$ cat config.mk
export PLATFORM = sky130hd
export DESIGN_NAME = can_over_udp_record_deframer_top_flat
export DESIGN_NICKNAME = d
export VERILOG_FILES = /design/src/rtl/core/cudr_pkg.sv /design/src/rtl/core/cudr_in_if.sv /design/src/rtl/core/cudr_out_if.sv /design/src/rtl/core/cudr_in_stage.sv /design/src/rtl/core/cudr_parse.sv /design/src/rtl/core/cudr_out_stage.sv /design/src/rtl/core/can_over_udp_record_deframer_top.sv /design/src/flat_wrapper.sv
export VERILOG_INCLUDE_DIRS = /design/src /design/src/rtl/core
export SDC_FILE = /design/constraint.sdc
export NUM_CORES = 1
export LEC_CHECK = 0
export ABC_AREA = 1
export BUFFER_PORTS_ARGS = -buffer_cell sky130_fd_sc_hd__buf_2
export CORE_ASPECT_RATIO = 1.75
export CORE_MARGIN = 2
export CORE_UTILIZATION = 35
export DETAILED_ROUTE_END_ITERATION = 7
export GPL_ROUTABILITY_DRIVEN = 0
export SYNTH_ARGS = -nofsm -noshare
export SYNTH_HDL_FRONTEND = slang
export SYNTH_SLANG_ARGS = --single-unit
$ cat constraint.sdc
create_clock -name clk -period 6.7 [get_ports clk]
set_input_delay 2.01 -clock clk [delete_from_list [all_inputs] [get_ports clk]]
set_output_delay 2.01 -clock clk [all_outputs]
set_load 0.02 [all_outputs]
$ cat src/rtl/core/assert_macros.svh
// assertion helpers shared by the rtl
`ifndef ASSERT_MACROS_SVH
`define ASSERT_MACROS_SVH

// property checked on every rising clock edge outside reset
`define ASSERT_CLK(label, prop, msg) \
  label: assert property (@(posedge clk) disable iff (!rst_n) (prop)) else $error(msg);

// condition that must never be true outside reset
`define ASSERT_NEVER(label, cond, msg) \
  label: assert property (@(posedge clk) disable iff (!rst_n) !(cond)) else $error(msg);

`endif

$ cat src/rtl/core/cudr_pkg.sv
package cudr_pkg;

  localparam logic [7:0] MAX_DATA_BYTES = 8'd64;

  // byte positions inside a record
  localparam logic [3:0] STAMP_BYTES = 4'd8;
  localparam logic [3:0] LEN_POS     = 4'd12;
  localparam logic [3:0] DATA_POS    = 4'd13;

  localparam logic [7:0] DEST_UNSET  = 8'd255;

  typedef enum logic [1:0] {
    ST_OK      = 2'd0,
    ST_OVERLEN = 2'd1,
    ST_TRUNC   = 2'd2
  } status_t;

  typedef enum logic [1:0] {
    KIND_MSG  = 2'd0,
    KIND_REQ  = 2'd1,
    KIND_RESP = 2'd2
  } kind_t;

  typedef struct packed {
    logic [7:0] in_byte;
    logic       datagram_last;
  } word_t;

  typedef struct packed {
    logic [63:0] time_stamp;
    logic [28:0] frame_id;
    logic [2:0]  priority_level;
    kind_t       transfer_kind;
    logic        anonymous_flag;
    logic [12:0] port_number;
    logic [7:0]  dest_node;
    logic [6:0]  source_node;
    logic [7:0]  record_length;
    logic [7:0]  payload_byte;
    status_t     status;
    logic        record_end;
  } result_t;

  // fill the header part of a result from the collected record header
  function automatic result_t hdr_decode(logic [63:0] stamp, logic [28:0] id,
                                         logic [7:0] len);
    result_t r;
    r                = '0;
    r.time_stamp     = stamp;
    r.frame_id       = id;
    r.priority_level = id[28:26];
    r.source_node    = id[6:0];
    r.record_length  = len;
    if (!id[25]) begin
      r.transfer_kind  = KIND_MSG;
      r.anonymous_flag = id[24];
      r.port_number    = id[20:8];
      r.dest_node      = DEST_UNSET;
    end else begin
      r.transfer_kind  = id[24] ? KIND_REQ : KIND_RESP;
      r.anonymous_flag = 1'b0;
      r.port_number    = {3'b000, id[23:14]};
      r.dest_node      = {1'b0, id[13:7]};
    end
    return r;
  endfunction

endpackage

$ cat src/rtl/core/cudr_in_if.sv
interface cudr_in_if;
  logic       valid;
  logic       ready;
  logic [7:0] in_byte;
  logic       datagram_last;

  modport source (output valid, output in_byte, output datagram_last, input ready);
  modport sink (input valid, input in_byte, input datagram_last, output ready);
endinterface

$ cat src/rtl/core/cudr_out_if.sv
interface cudr_out_if;
  logic        valid;
  logic        ready;
  logic [63:0] time_stamp;
  logic [28:0] frame_id;
  logic [2:0]  priority_level;
  logic [1:0]  transfer_kind;
  logic        anonymous_flag;
  logic [12:0] port_number;
  logic [7:0]  dest_node;
  logic [6:0]  source_node;
  logic [7:0]  record_length;
  logic [7:0]  payload_byte;
  logic [1:0]  status;
  logic        record_end;

  modport source (
    output valid, output time_stamp, output frame_id, output priority_level,
    output transfer_kind, output anonymous_flag, output port_number,
    output dest_node, output source_node, output record_length,
    output payload_byte, output status, output record_end, input ready
  );
  modport sink (
    input valid, input time_stamp, input frame_id, input priority_level,
    input transfer_kind, input anonymous_flag, input port_number,
    input dest_node, input source_node, input record_length,
    input payload_byte, input status, input record_end, output ready
  );
endinterface

$ cat src/rtl/core/cudr_in_stage.sv
module cudr_in_stage (
  input  logic            clk,
  input  logic            rst_n,
  input  logic            in_valid,
  output logic            in_ready,
  input  cudr_pkg::word_t in_word,
  input  logic            advance,
  output logic            s1_valid,
  output cudr_pkg::word_t s1_word
);

  logic            valid_r;
  logic            valid_nxt;
  cudr_pkg::word_t word_r;

  assign in_ready = !valid_r || advance;

  always_comb begin
    valid_nxt = valid_r;
    if (in_valid && in_ready) begin
      valid_nxt = 1'b1;
    end else if (advance) begin
      valid_nxt = 1'b0;
    end
  end

  always_ff @(posedge clk) begin
    if (!rst_n) begin
      valid_r <= 1'b0;
    end else begin
      valid_r <= valid_nxt;
    end
  end

  always_ff @(posedge clk) begin
    if (in_valid && in_ready) begin
      word_r <= in_word;
    end
  end

  assign s1_valid = valid_r;
  assign s1_word  = word_r;

endmodule

$ cat src/rtl/core/cudr_parse.sv
module cudr_parse (
  input  logic              clk,
  input  logic              rst_n,
  input  logic              advance,
  input  cudr_pkg::word_t   word,
  output logic              emit,
  output cudr_pkg::result_t result
);

  logic [3:0]  pos_r, pos_nxt;
  logic [63:0] stamp_r, stamp_nxt;
  logic [28:0] id_r, id_nxt;
  logic [7:0]  len_r, len_nxt;
  logic [7:0]  left_r, left_nxt;
  logic        skip_r, skip_nxt;
  logic        clear;

  always_comb begin
    pos_nxt   = pos_r;
    stamp_nxt = stamp_r;
    id_nxt    = id_r;
    len_nxt   = len_r;
    left_nxt  = left_r;
    skip_nxt  = skip_r;
    clear     = 1'b0;
    emit      = 1'b0;
    result    = '0;
    if (skip_r) begin
      clear = word.datagram_last;
    end else if (pos_r < cudr_pkg::LEN_POS) begin
      if (pos_r < cudr_pkg::STAMP_BYTES) begin
        stamp_nxt = {stamp_r[55:0], word.in_byte};
      end else begin
        id_nxt = {id_r[20:0], word.in_byte};
      end
      pos_nxt = pos_r + 4'd1;
      if (word.datagram_last) begin
        // header cut short: only status and end are meaningful
        emit              = 1'b1;
        result.status     = cudr_pkg::ST_TRUNC;
        result.record_end = 1'b1;
        clear             = 1'b1;
      end
    end else if (pos_r == cudr_pkg::LEN_POS) begin
      len_nxt = word.in_byte;
      result  = cudr_pkg::hdr_decode(stamp_r, id_r, word.in_byte);
      result.record_end = 1'b1;
      if (word.in_byte > cudr_pkg::MAX_DATA_BYTES) begin
        emit          = 1'b1;
        result.status = cudr_pkg::ST_OVERLEN;
        if (word.datagram_last) begin
          clear = 1'b1;
        end else begin
          skip_nxt = 1'b1;
        end
      end else if (word.in_byte == 8'd0) begin
        emit  = 1'b1;
        clear = 1'b1;
      end else begin
        left_nxt = word.in_byte;
        pos_nxt  = cudr_pkg::DATA_POS;
        if (word.datagram_last) begin
          emit          = 1'b1;
          result.status = cudr_pkg::ST_TRUNC;
          clear         = 1'b1;
        end
      end
    end else begin
      emit                = 1'b1;
      result              = cudr_pkg::hdr_decode(stamp_r, id_r, len_r);
      result.payload_byte = word.in_byte;
      if (left_r <= 8'd1) begin
        result.record_end = 1'b1;
        clear             = 1'b1;
      end else begin
        left_nxt = left_r - 8'd1;
        if (word.datagram_last) begin
          result.status     = cudr_pkg::ST_TRUNC;
          result.record_end = 1'b1;
          clear             = 1'b1;
        end
      end
    end
    if (clear) begin
      pos_nxt   = '0;
      stamp_nxt = '0;
      id_nxt    = '0;
      len_nxt   = '0;
      left_nxt  = '0;
      skip_nxt  = 1'b0;
    end
  end

  always_ff @(posedge clk) begin
    if (!rst_n) begin
      pos_r   <= '0;
      stamp_r <= '0;
      id_r    <= '0;
      len_r   <= '0;
      left_r  <= '0;
      skip_r  <= 1'b0;
    end else if (advance) begin
      pos_r   <= pos_nxt;
      stamp_r <= stamp_nxt;
      id_r    <= id_nxt;
      len_r   <= len_nxt;
      left_r  <= left_nxt;
      skip_r  <= skip_nxt;
    end
  end

endmodule

$ cat src/rtl/core/cudr_out_stage.sv
module cudr_out_stage (
  input  logic              clk,
  input  logic              rst_n,
  input  logic              load,
  input  cudr_pkg::result_t result,
  input  logic              out_ready,
  output logic              out_valid,
  output logic              free,
  output cudr_pkg::result_t out_result
);

  logic              valid_r;
  logic              valid_nxt;
  cudr_pkg::result_t result_r;

  // free when empty or the held word leaves this cycle
  assign free = !valid_r || out_ready;

  always_comb begin
    valid_nxt = valid_r;
    if (load) begin
      valid_nxt = 1'b1;
    end else if (out_ready) begin
      valid_nxt = 1'b0;
    end
  end

  always_ff @(posedge clk) begin
    if (!rst_n) begin
      valid_r <= 1'b0;
    end else begin
      valid_r <= valid_nxt;
    end
  end

  always_ff @(posedge clk) begin
    if (load) begin
      result_r <= result;
    end
  end

  assign out_valid  = valid_r;
  assign out_result = result_r;

endmodule

$ cat src/rtl/core/can_over_udp_record_deframer_top.sv
// channel   dir  handshake      word
// in_ch     in   valid/ready    in_byte, datagram_last
// out_ch    out  valid/ready    decoded record header, payload_byte, status, record_end
//
// one byte per cycle sustained while the receiver keeps up; a taken byte goes to the input register,
// and its decoded result is loaded into the result register once that register is free
// synchronous active-low reset clears record state and the valid flags of both registers
// a stalled result holds in the result register while one more byte waits at the input
`include "assert_macros.svh"

module can_over_udp_record_deframer_top (
  input  logic        clk,
  input  logic        rst_n,
  cudr_in_if.sink     in_ch,
  cudr_out_if.source  out_ch
);

  cudr_pkg::word_t   in_word;
  cudr_pkg::word_t   s1_word;
  cudr_pkg::result_t parse_result;
  cudr_pkg::result_t out_result;
  logic              s1_valid;
  logic              advance;
  logic              emit;
  logic              out_free;

  assign in_word.in_byte       = in_ch.in_byte;
  assign in_word.datagram_last = in_ch.datagram_last;

  // the decode step runs whenever a byte is held and the result register can take its word
  assign advance = s1_valid && out_free;

  cudr_in_stage u_in_stage (
    .clk      (clk),
    .rst_n    (rst_n),
    .in_valid (in_ch.valid),
    .in_ready (in_ch.ready),
    .in_word  (in_word),
    .advance  (advance),
    .s1_valid (s1_valid),
    .s1_word  (s1_word)
  );

  cudr_parse u_parse (
    .clk     (clk),
    .rst_n   (rst_n),
    .advance (advance),
    .word    (s1_word),
    .emit    (emit),
    .result  (parse_result)
  );

  cudr_out_stage u_out_stage (
    .clk        (clk),
    .rst_n      (rst_n),
    .load       (advance && emit),
    .result     (parse_result),
    .out_ready  (out_ch.ready),
    .out_valid  (out_ch.valid),
    .free       (out_free),
    .out_result (out_result)
  );

  assign out_ch.time_stamp     = out_result.time_stamp;
  assign out_ch.frame_id       = out_result.frame_id;
  assign out_ch.priority_level = out_result.priority_level;
  assign out_ch.transfer_kind  = out_result.transfer_kind;
  assign out_ch.anonymous_flag = out_result.anonymous_flag;
  assign out_ch.port_number    = out_result.port_number;
  assign out_ch.dest_node      = out_result.dest_node;
  assign out_ch.source_node    = out_result.source_node;
  assign out_ch.record_length  = out_result.record_length;
  assign out_ch.payload_byte   = out_result.payload_byte;
  assign out_ch.status         = out_result.status;
  assign out_ch.record_end     = out_result.record_end;

  `ASSERT_CLK(a_err_ends_record,
    out_ch.valid && out_ch.status != cudr_pkg::ST_OK |-> out_ch.record_end,
    "error status without record end")
  `ASSERT_CLK(a_overlen_flagged,
    out_ch.valid && out_ch.record_length > cudr_pkg::MAX_DATA_BYTES
      |-> out_ch.status == cudr_pkg::ST_OVERLEN,
    "oversized length not flagged")
  `ASSERT_CLK(a_held_byte_kept,
    s1_valid && !advance |=> s1_valid && $stable(s1_word),
    "pending input byte lost")
  `ASSERT_NEVER(a_load_over_full,
    advance && emit && out_ch.valid && !out_ch.ready,
    "result register overwritten while stalled")

endmodule

$ cat src/flat_wrapper.sv
// flat-port wrapper written by rule: the top's interface ports become plain ports
module can_over_udp_record_deframer_top_flat 
  (clk, rst_n, in_ch_valid, in_ch_in_byte, in_ch_datagram_last, in_ch_ready, out_ch_valid, out_ch_time_stamp, out_ch_frame_id, out_ch_priority_level, out_ch_transfer_kind, out_ch_anonymous_flag, out_ch_port_number, out_ch_dest_node, out_ch_source_node, out_ch_record_length, out_ch_payload_byte, out_ch_status, out_ch_record_end, out_ch_ready);
  cudr_in_if in_ch_i ();
  cudr_out_if out_ch_i ();
  input  logic clk;
  input  logic rst_n;
  input wire logic [$bits(in_ch_i.valid)-1:0] in_ch_valid;
  input wire logic [$bits(in_ch_i.in_byte)-1:0] in_ch_in_byte;
  input wire logic [$bits(in_ch_i.datagram_last)-1:0] in_ch_datagram_last;
  output wire logic [$bits(in_ch_i.ready)-1:0] in_ch_ready;
  output wire logic [$bits(out_ch_i.valid)-1:0] out_ch_valid;
  output wire logic [$bits(out_ch_i.time_stamp)-1:0] out_ch_time_stamp;
  output wire logic [$bits(out_ch_i.frame_id)-1:0] out_ch_frame_id;
  output wire logic [$bits(out_ch_i.priority_level)-1:0] out_ch_priority_level;
  output wire logic [$bits(out_ch_i.transfer_kind)-1:0] out_ch_transfer_kind;
  output wire logic [$bits(out_ch_i.anonymous_flag)-1:0] out_ch_anonymous_flag;
  output wire logic [$bits(out_ch_i.port_number)-1:0] out_ch_port_number;
  output wire logic [$bits(out_ch_i.dest_node)-1:0] out_ch_dest_node;
  output wire logic [$bits(out_ch_i.source_node)-1:0] out_ch_source_node;
  output wire logic [$bits(out_ch_i.record_length)-1:0] out_ch_record_length;
  output wire logic [$bits(out_ch_i.payload_byte)-1:0] out_ch_payload_byte;
  output wire logic [$bits(out_ch_i.status)-1:0] out_ch_status;
  output wire logic [$bits(out_ch_i.record_end)-1:0] out_ch_record_end;
  input wire logic [$bits(out_ch_i.ready)-1:0] out_ch_ready;
  assign in_ch_i.valid = in_ch_valid;
  assign in_ch_i.in_byte = in_ch_in_byte;
  assign in_ch_i.datagram_last = in_ch_datagram_last;
  assign in_ch_ready = in_ch_i.ready;
  assign out_ch_valid = out_ch_i.valid;
  assign out_ch_time_stamp = out_ch_i.time_stamp;
  assign out_ch_frame_id = out_ch_i.frame_id;
  assign out_ch_priority_level = out_ch_i.priority_level;
  assign out_ch_transfer_kind = out_ch_i.transfer_kind;
  assign out_ch_anonymous_flag = out_ch_i.anonymous_flag;
  assign out_ch_port_number = out_ch_i.port_number;
  assign out_ch_dest_node = out_ch_i.dest_node;
  assign out_ch_source_node = out_ch_i.source_node;
  assign out_ch_record_length = out_ch_i.record_length;
  assign out_ch_payload_byte = out_ch_i.payload_byte;
  assign out_ch_status = out_ch_i.status;
  assign out_ch_record_end = out_ch_i.record_end;
  assign out_ch_i.ready = out_ch_ready;
  can_over_udp_record_deframer_top u_core (.clk(clk), .rst_n(rst_n), .in_ch(in_ch_i), .out_ch(out_ch_i));
endmodule
After elaboration in Yosys (flattened, before gate mapping)
Cells that the tools add are included.
{"block": "word_totals", "out_inout_bits": 148, "input_bits": 13, "elab_cells": 114, "reg_bits": 271}
{"block": "classes", "addsub": 2, "eq_ne": 9, "n_mux": 56, "n_lt_le_gt_ge": 4, "reduce_logical": 21}
{"op": "64-bit 2-to-1 mux", "count": 4}
{"op": "29-bit 2-to-1 mux", "count": 4}
{"op": "8-bit 2-to-1 mux", "count": 11}
{"op": "24-bit 2-to-1 mux", "count": 1}
{"op": "4-bit 2-to-1 mux", "count": 6}
{"op": "1-bit 2-to-1 mux", "count": 22}
{"op": "19-bit 2-to-1 mux", "count": 1}
{"op": "3-bit inequality test, second input constant", "count": 5}
{"op": "4-bit AND reduction", "count": 3}
{"op": "2-bit 2-to-1 mux", "count": 5}
{"op": "2-bit nonzero test", "count": 5}
{"op": "8-bit by 7-bit > comparator with 1-bit output, second input constant", "count": 1}
{"op": "8-bit by 1-bit <= comparator with 1-bit output, second input constant", "count": 1}
{"op": "8-bit logical NOT", "count": 1}
{"op": "4-bit less-than comparator, second input constant", "count": 2}
{"op": "8-bit by 1-bit subtractor with 8-bit output, second input constant", "count": 1}
{"op": "3-bit 2-to-1 mux", "count": 2}
{"op": "6-bit AND reduction", "count": 1}
{"op": "5-bit AND reduction", "count": 1}
{"op": "4-bit by 1-bit adder with 4-bit output, second input constant", "count": 1}
{"op": "4-bit == test, second input constant", "count": 1}
{"op": "2-bit inequality test, second input constant", "count": 2}
{"op": "1-bit logical AND", "count": 3}
{"op": "3-bit nonzero test", "count": 1}
{"op": "other kinds (5)", "count": 7}

Logic depth before layout (Yosys ltp)
Gate-level depths: netlist of the first run.
{"block": "logic_depth", "ltp_word": 8, "mapped_depth": 13, "mapped_depth_nobuf": 13}

By module
A second synthesis of the first run with hierarchy kept.
{"block": "hier_totals", "hier_cells": 1103, "area_unflattened_um2": 10794.1}
{"mod": "cudr_parse", "area_each_um2": 6024.5, "seq_area_each_um2": 2282.2, "n_inst": 1, "cells_per_inst": 931}
{"mod": "cudr_out_stage", "area_each_um2": 4430.5, "seq_area_each_um2": 4404.2, "n_inst": 1, "cells_per_inst": 152}
{"mod": "cudr_in_stage", "area_each_um2": 321.6, "seq_area_each_um2": 290.3, "n_inst": 1, "cells_per_inst": 16}
{"mod": "can_over_udp_record_deframer_top", "area_each_um2": 17.5, "seq_area_each_um2": 0.0, "n_inst": 1, "cells_per_inst": 4}

Worst setup path after synthesis of the first run
No wires, ideal clock.
{"block": "synth_path", "path_type": "input port to flip-flop", "startpoint": "input port out_ch_ready", "endpoint": "register u_core.u_out_stage.result_r (netlist bit u_core.u_out_stage.out_result[0]) (enable)", "path_slack_ns": 1.146, "stages": 6, "n_path_buf": 0, "t_required_ns": 6.211, "setup_ns": 0.489, "arrival_time_ns": 5.065, "path_cell_list": "inv_2 > nand2_1 > nand2_1 > inv_1 > nand4_1 > inv_1"}
{"block": "synth_between", "elab_chain_len": 3}
{"element": "from (decl)", "line": "flat_wrapper.sv:25", "source": "input wire logic [$bits(out_ch_i.ready)-1:0] out_ch_ready;"}
{"element": "1-bit logical OR", "line": "cudr_out_stage.sv:17", "source": "assign free = !valid_r || out_ready;"}
{"element": "1-bit logical AND", "line": "can_over_udp_record_deframer_top.sv:31", "source": "assign advance = s1_valid && out_free;"}
{"element": "1-bit logical AND", "line": "can_over_udp_record_deframer_top.sv:56", "source": ".load (advance && emit),"}
{"element": "named net u_core.u_out_stage.load", "line": "cudr_out_stage.sv:4", "source": "input logic load,"}
{"element": "to (signal assigned)", "line": "cudr_out_stage.sv:38", "source": "result_r <= result;"}
{"element": "to (decl)", "line": "cudr_out_stage.sv:14", "source": "cudr_pkg::result_t result_r;"}
The timed path passes the listed nets, and every way through them passes these cells.
A chain may end at the register's enable or synchronous reset.

Final worst setup path of the first run
{"block": "layout_path", "startpoint": "input port out_ch_ready", "endpoint": "output port in_ch_ready"}
{"block": "layout_between", "elab_chain_len": 3}
{"element": "1-bit logical OR", "line": "cudr_out_stage.sv:17"}
{"element": "1-bit logical AND", "line": "can_over_udp_record_deframer_top.sv:31"}
{"element": "1-bit logical OR", "line": "cudr_in_stage.sv:16", "source": "assign in_ready = !valid_r || advance;"}
{"element": "to (decl)", "line": "flat_wrapper.sv:11", "source": "output wire logic [$bits(in_ch_i.ready)-1:0] in_ch_ready;"}
Every way passes these cells.

==> results of run 1 <==
==> power by group <==
part | internal [W] | switching (W)
registers | 0.00171 | 0.0000175
logic | 0.0000322 | 0.000105
clock network | 0.000773 | 0.000572
==> flip-flops by register name (all words and copies together) (netlist names) <==
register,count
u_core.u_parse.pos_r,4
u_core.u_out_stage.out_valid,1
u_core.u_parse.stamp_r,64
u_core.u_parse.left_r,8
u_core.u_in_stage.s1_valid,1
u_core.u_parse.len_r,8
u_core.u_in_stage.s1_word,9
u_core.u_parse.skip_r,1
u_core.u_parse.id_r,29
u_core.u_out_stage.out_result,136
==> layout by cell type, fill, tap and decap left out, types with 11 or more instances in the layout <==
cell / Yosys / layout
nand2_1: 162 / 162
buf_2: 18 / 160
inv_1: 146 / 145
edfxtp_1: 145 / 145
nor2_1: 140 / 140
a21oi_1: 135 / 135
nand3_1: 122 / 122
dfxtp_1: 116 / 116
clkbuf_16: 0 / 26
o21ai_0: 11 / 11
==> metal layers <==
layer  vias to the layer above  GRT usage  wire, um
li1                       3770          -         -
met1                      3558      0.178      9610
met2                       195      0.270     12500
met3                        53     0.0184      1010
met4                         0     0.0684       913
met5                         -          0         0
==> metrics by stage <==
step / power (W) / instances / util / setup WS (ns) / cell area, um^2
3_3_place_gp: 0.00190 / 1563 / 0.389 / 2.14 / 11300
5_1_grt: 0.00332 / 1607 / 0.415 / 2.23 / 12100
3_5_place_dp: 0.00190 / 1563 / 0.389 / 2.09 / 11300
4_1_cts: 0.00325 / 1607 / 0.415 / 2.26 / 12100
2_1_floorplan: 0.00186 / 1083 / - / 1.15 / 10400
6_report: 0.00321 / 1607 / 0.415 / 2.25 / 12100
==> synthesized netlist by cell type (2+ instances only) <==
cell type / n / area, um^2
nand2_1: 162 / 608
inv_1: 146 / 548
edfxtp_1: 145 / 4350
nor2_1: 140 / 526
a21oi_1: 135 / 676
nand3_1: 122 / 611
dfxtp_1: 116 / 2320
clkbuf_1: 27 / 101
buf_2: 18 / 90.1
buf_4: 18 / 135
o21ai_0: 11 / 55.1
a22oi_1: 7 / 52.6
ha_1: 4 / 50.1
nor2_2: 4 / 25.0
buf_1: 3 / 11.3
inv_2: 3 / 11.3
nand4_1: 3 / 18.8
buf_6: 2 / 22.5
nand2_2: 2 / 12.5
nand3_2: 2 / 20.0
nor2_4: 2 / 22.5
nor3_1: 2 / 10.0
xor2_1: 2 / 17.5
==> kinds of logic (layout without fill, tap and decap cells) <==
kind of cell               Yosys count  in the layout  synth area share
DFF                                261            261             0.645
adders and majority gates            4              4           0.00483
AOI/OAI and AO/OA                  156            156            0.0779
buffers and inverters              218            360            0.0892
and+or+nand+nor                    441            441             0.181
xor gates and xnor gates             3              3           0.00254
==> worst max-delay path by stage <==
stage	start	end	slack [ns]	cells after the start
after floorplan	out_ch_ready	u_core.u_out_stage.out_result[0]	1.15	6
after global placement	out_ch_ready	u_core.u_parse.id_r[27]	2.14	9
after detailed placement	out_ch_ready	u_core.u_parse.id_r[7]	2.09	9
after CTS	out_ch_ready	in_ch_ready	2.26	4
after global routing	out_ch_ready	in_ch_ready	2.23	4
final	out_ch_ready	in_ch_ready	2.25	4
==> worst register-to-register path: stages (launching register included) <==
cell and delay [ns]:
dfxtp_1 0.54, nand2_1 0.20, nor2_2 0.18, clkinv_2 0.61
nand2_1 0.40, nand2_4 0.13, inv_2 0.18, buf_4 0.56
nand3_1 0.27, a21oi_1 0.19
==> cell type report <==
type / count / area [um^2]
fill: 2895 / 17100
sequential: 261 / 6680
multi-input combinational: 604 / 2760
timing repair buffer: 166 / 858
clock buffer: 36 / 708
inverter: 150 / 568
tap: 382 / 478
clock inverter: 8 / 72.6
==> flow_summary.json, run 1 <==
{
  "path_cells": "buf_2, inv_2, nand3_1, buf_2",
  "drive_gt1_frac": 0.179,
  "async_flop_share": 0,
  "fin_crit_ns": 4.45,
  "crit_arrival_ns": 2.44,
  "min_to": "u_core.u_parse.len_r[5]",
  "die_y_um": 232,
  "p_leak_nw": 4.26,
  "cp_max_fo": 3,
  "whs_ns": 0.461,
  "die_w_um": 134,
  "reg2reg_from": "u_core.u_parse.pos_r[3]",
  "firstDrtPassIters": 5,
  "worst_pin_slew_ns": 1.17,
  "setup_violations": 0,
  "fmax_mhz": 225,
  "fin_crit_sh": 0.664,
  "finClkSkew_ns": 0.0165,
  "yosys_warnings": 0,
  "outcome": "finished, final reports clean",
  "clk_pin_slew_ns": 0.06,
  "nNetsFinal": 1224,
  "critPathMaxStageDelay_ns": 0.18,
  "criticalPathCategory": "input port to primary output",
  "critical_path_buf_inv_count": 3,
  "cp_common_cell": "buf_2",
  "ys_seq_area_frac": 0.645,
  "dp_hpwl_um": 15600,
  "clock_latency_ns": 0.52,
  "antenna_cells": 0,
  "drc": 0,
  "whs_path_depth": 2,
  "synth.ff_latch_count": 261,
  "synthesis.nets": 1100,
  "htree_levels": 1,
  "core_mm2": 0.0292,
  "worstHoldPathType": "flop to flop",
  "antenna_found_initial": 0,
  "slew_viol_final": 0,
  "clock_path_buffers": 3,
  "synth_edf_count": 145,
  "cts.sinks": 261,
  "vias": 7576,
  "synth_area_mm2": 0.0104,
  "grt.overflow.total": 0,
  "timing.setup.tns_ns": 0,
  "end_kind": "primary output",
  "cts_made_buffers": 24,
  "cap_viol_max_count": 0,
  "synth_cell_types": 30,
  "syn-mean-instance-area_um2": 9.56,
  "cp_data_required_time_ns": 4.69,
  "start_util": 0.355,
  "yosys_most_used_dff": "edfxtp_1",
  "rr_endpoint": "u_core.u_parse.stamp_r[24]",
  "viasPerCell": 4.71,
  "ioPinCount": 161,
  "irDropWorstVdd_v": 0.000170,
  "rows": 83,
  "grt.total_usage": 0.150,
  "io_buffers": 160,
  "rsz0062_at_grt": "false",
  "ctsResizeCount": 0,
  "cts_setup_buffers": 0,
  "min_from": "u_core.u_parse.len_r[5]",
  "ctsHoldBuffers": 0,
  "critPathTopFamily": "buffers and inverters",
  "r2r_slack_ns": 3.36,
  "root_buffer": "clkbuf_16",
  "area_delta_synth_final_pct": 17.1,
  "hold_viol": 0,
  "grt_pass1_wl_um": 37300,
  "detail_route.wl_per_cell_um": 15.0,
  "startpoint_type": "input port",
  "die_area_mm2": 0.0310,
  "ant_nets": 0,
  "grt_max_degree": 75,
  "grt_pass1_vias": 7153,
  "synth_cells": 1083,
  "tritoncts": "done",
  "slew_headroom": 0.216,
  "cp_slowest_cell": "buf_2",
  "reg2reg_depth": 9,
  "power_density_mw_per_mm2": 265,
  "drt-total-wl_um": 24100,
  "drtIter0Drc": 649
}
Power figures use the tool's default switching activity.
==> run 2: changes to the inputs <==
==> constraint.sdc (replaced) <==
create_clock -name clk -period 4.2 [get_ports clk]
set_input_delay 1.26 -clock clk [delete_from_list [all_inputs] [get_ports clk]]
set_output_delay 1.26 -clock clk [all_outputs]
set_load 0.02 [all_outputs]
==> flow_summary.json, run 2 (synthesis results as in run 1) <==
{
  "outcome": "finished, final reports clean",
  "criticalPathCategory": "flop to flop",
  "finClkSkew_ns": 0.0124,
  "die_area_mm2": 0.0310,
  "whs_ns": 0.460,
  "ant_nets": 0,
  "largest_reg_flops": 136,
  "firstDrtPassIters": 5,
  "reg2reg_from": "u_core.u_parse.pos_r[0]",
  "dpl_cell_area_mm2": 0.0114,
  "grt_max_degree": 95,
  "reg2reg_depth": 12,
  "drive_gt1_frac": 0.183,
  "power_density_mw_per_mm2": 425,
  "ctsHoldBuffers": 0,
  "cp_max_fo": 64,
  "tritoncts": "done",
  "vias": 7640,
  "antenna_found_initial": 0,
  "die_w_um": 134,
  "area_delta_synth_final_pct": 17.5,
  "finalCoreUtilization": 0.417,
  "cts_made_buffers": 24,
  "rsz0062_at_grt": "false",
  "ctsResizeCount": 0,
  "worstHoldPathType": "flop to flop",
  "root_buffer": "clkbuf_16",
  "min_from": "u_core.u_parse.stamp_r[62]",
  "timing.setup.tns_ns": 0,
  "viasPerCell": 4.74,
  "hold_viol": 0,
  "ioPinCount": 161,
  "nNetsFinal": 1228,
  "dp_hpwl_um": 16200,
  "clock_latency_ns": 0.53,
  "nFillCells": 2900,
  "grt.overflow.total": 0,
  "cts.sinks": 261,
  "p_leak_nw": 4.28,
  "io_buffers": 160,
  "end_kind": "flop",
  "grt_pass1_wl_um": 38900,
  "dp_slack_ns": 0.850,
  "die_y_um": 232,
  "cp_data_required_time_ns": 4.64,
  "slew_headroom": 0.158,
  "grt.total_usage": 0.157,
  "drtIter0Drc": 631,
  "fin_area_mm2": 0.0122,
  "worst_pin_slew_ns": 1.26,
  "crit_arrival_ns": 3.38,
  "fin_ws_ns": 1.26,
  "cap_viol_max_count": 0,
  "start_util": 0.355,
  "cts_setup_buffers": 0,
  "clock_path_buffers": 3,
  "core_mm2": 0.0292,
  "detail_route.wl_per_cell_um": 15.4,
  "fin_crit_sh": 0.701,
  "rr_endpoint": "u_core.u_parse.stamp_r[55]",
  "setup_violations": 0,
  "htree_levels": 1,
  "r2r_slack_ns": 1.26,
  "fin_crit_ns": 2.94,
  "clk_pin_slew_ns": 0.07,
  "final_common_cell": "nand2_1",
  "fmax_mhz": 340,
  "min_to": "u_core.u_parse.stamp_r[62]",
  "grt_pass1_vias": 7416,
  "startpoint_type": "flop",
  "rows": 83,
  "whs_path_depth": 2,
  "slew_viol_final": 0,
  "antenna_cells": 0,
  "drt-total-wl_um": 24800,
  "drc": 0,
  "final_cell_mix": "nand2_1, buf_2, inv_1, edfxtp_1, nor2_1",
  "irDropWorstVdd_v": 0.000284
}
-- run 2: changes by cell type in the layout (fill, tap and decap cells not counted), sizes merged --
cell      delta
buf          +4
bufinv       +1
clkinv       +6
clkbuf       -7
inv          -2
clkinvlp     +2
-- run 2: worst max path at each step --
| stage | start | end | slack [ns] | depth (start not counted) |
|---|---|---|---|---|
| after floorplan | out_ch_ready | u_core.u_out_stage.out_result[0] | 0.05 | 6 |
| after global placement | out_ch_ready | u_core.u_out_stage.out_result[111] | 0.90 | 8 |
| after detailed placement | out_ch_ready | u_core.u_out_stage.out_result[84] | 0.85 | 8 |
| after CTS | out_ch_ready | in_ch_ready | 1.26 | 4 |
| after global routing | u_core.u_parse.pos_r[0] | u_core.u_parse.stamp_r[48] | 0.94 | 12 |
| final | u_core.u_parse.pos_r[0] | u_core.u_parse.stamp_r[55] | 1.26 | 12 |
-- run 2: stage by stage --
| stage | cells | total power, W |
|---|---|---|
| global placement | 1567 | 0.00303 |
| detailed placement | 1567 | 0.00303 |
| CTS | 1611 | 0.00524 |
| floorplan | 1083 | 0.00296 |
| finish | 1611 | 0.00517 |
| global route | 1611 | 0.00534 |
-- run 2: metal layers --
layer | vias to the layer above | part of all wire | track usage
met5 | - | 0 | 0
met3 | 39 | 0.044 | 0.0223
met2 | 200 | 0.53 | 0.285
met4 | 0 | 0.027 | 0.0586
met1 | 3619 | 0.40 | 0.186
li1 | 3782 | - | -
-- run 2: area by class of cell --
| cell class | count | area (um^2) | area share |
|---|---|---|---|
| well taps | 382 | 478 | 0.0393 |
| clock inverters | 15 | 125 | 0.0103 |
| multi-input cells | 604 | 2760 | 0.227 |
| inverters | 150 | 569 | 0.0468 |
| repair buffers | 170 | 888 | 0.0730 |
| clock buffers | 29 | 671 | 0.0551 |
| flip-flops and latches | 261 | 6680 | 0.549 |
-- run 2: critical path, cell delays in order (launching register included) --
cell,delay (ns)
dfxtp_1,0.38
inv_1,0.08
ha_1,0.27
nand3_2,0.12
buf_4,0.30
nand2_1,0.09
inv_1,0.07
nand2_1,0.08
nand3_2,0.12
nand3_1,0.10
nand2_2,0.90
nand2_1,0.12
a21oi_1,0.18
-- run 2: power breakdown --
| part | internal (W) | total (W) | leakage (nW) | switching (W) |
|---|---|---|---|---|
| Sequential | 0.00272 | 0.00275 | 2.31 | 0.0000276 |
| Combinational | 0.0000527 | 0.000222 | 1.58 | 0.000169 |
| Clock | 0.00126 | 0.00220 | 0.392 | 0.000939 |
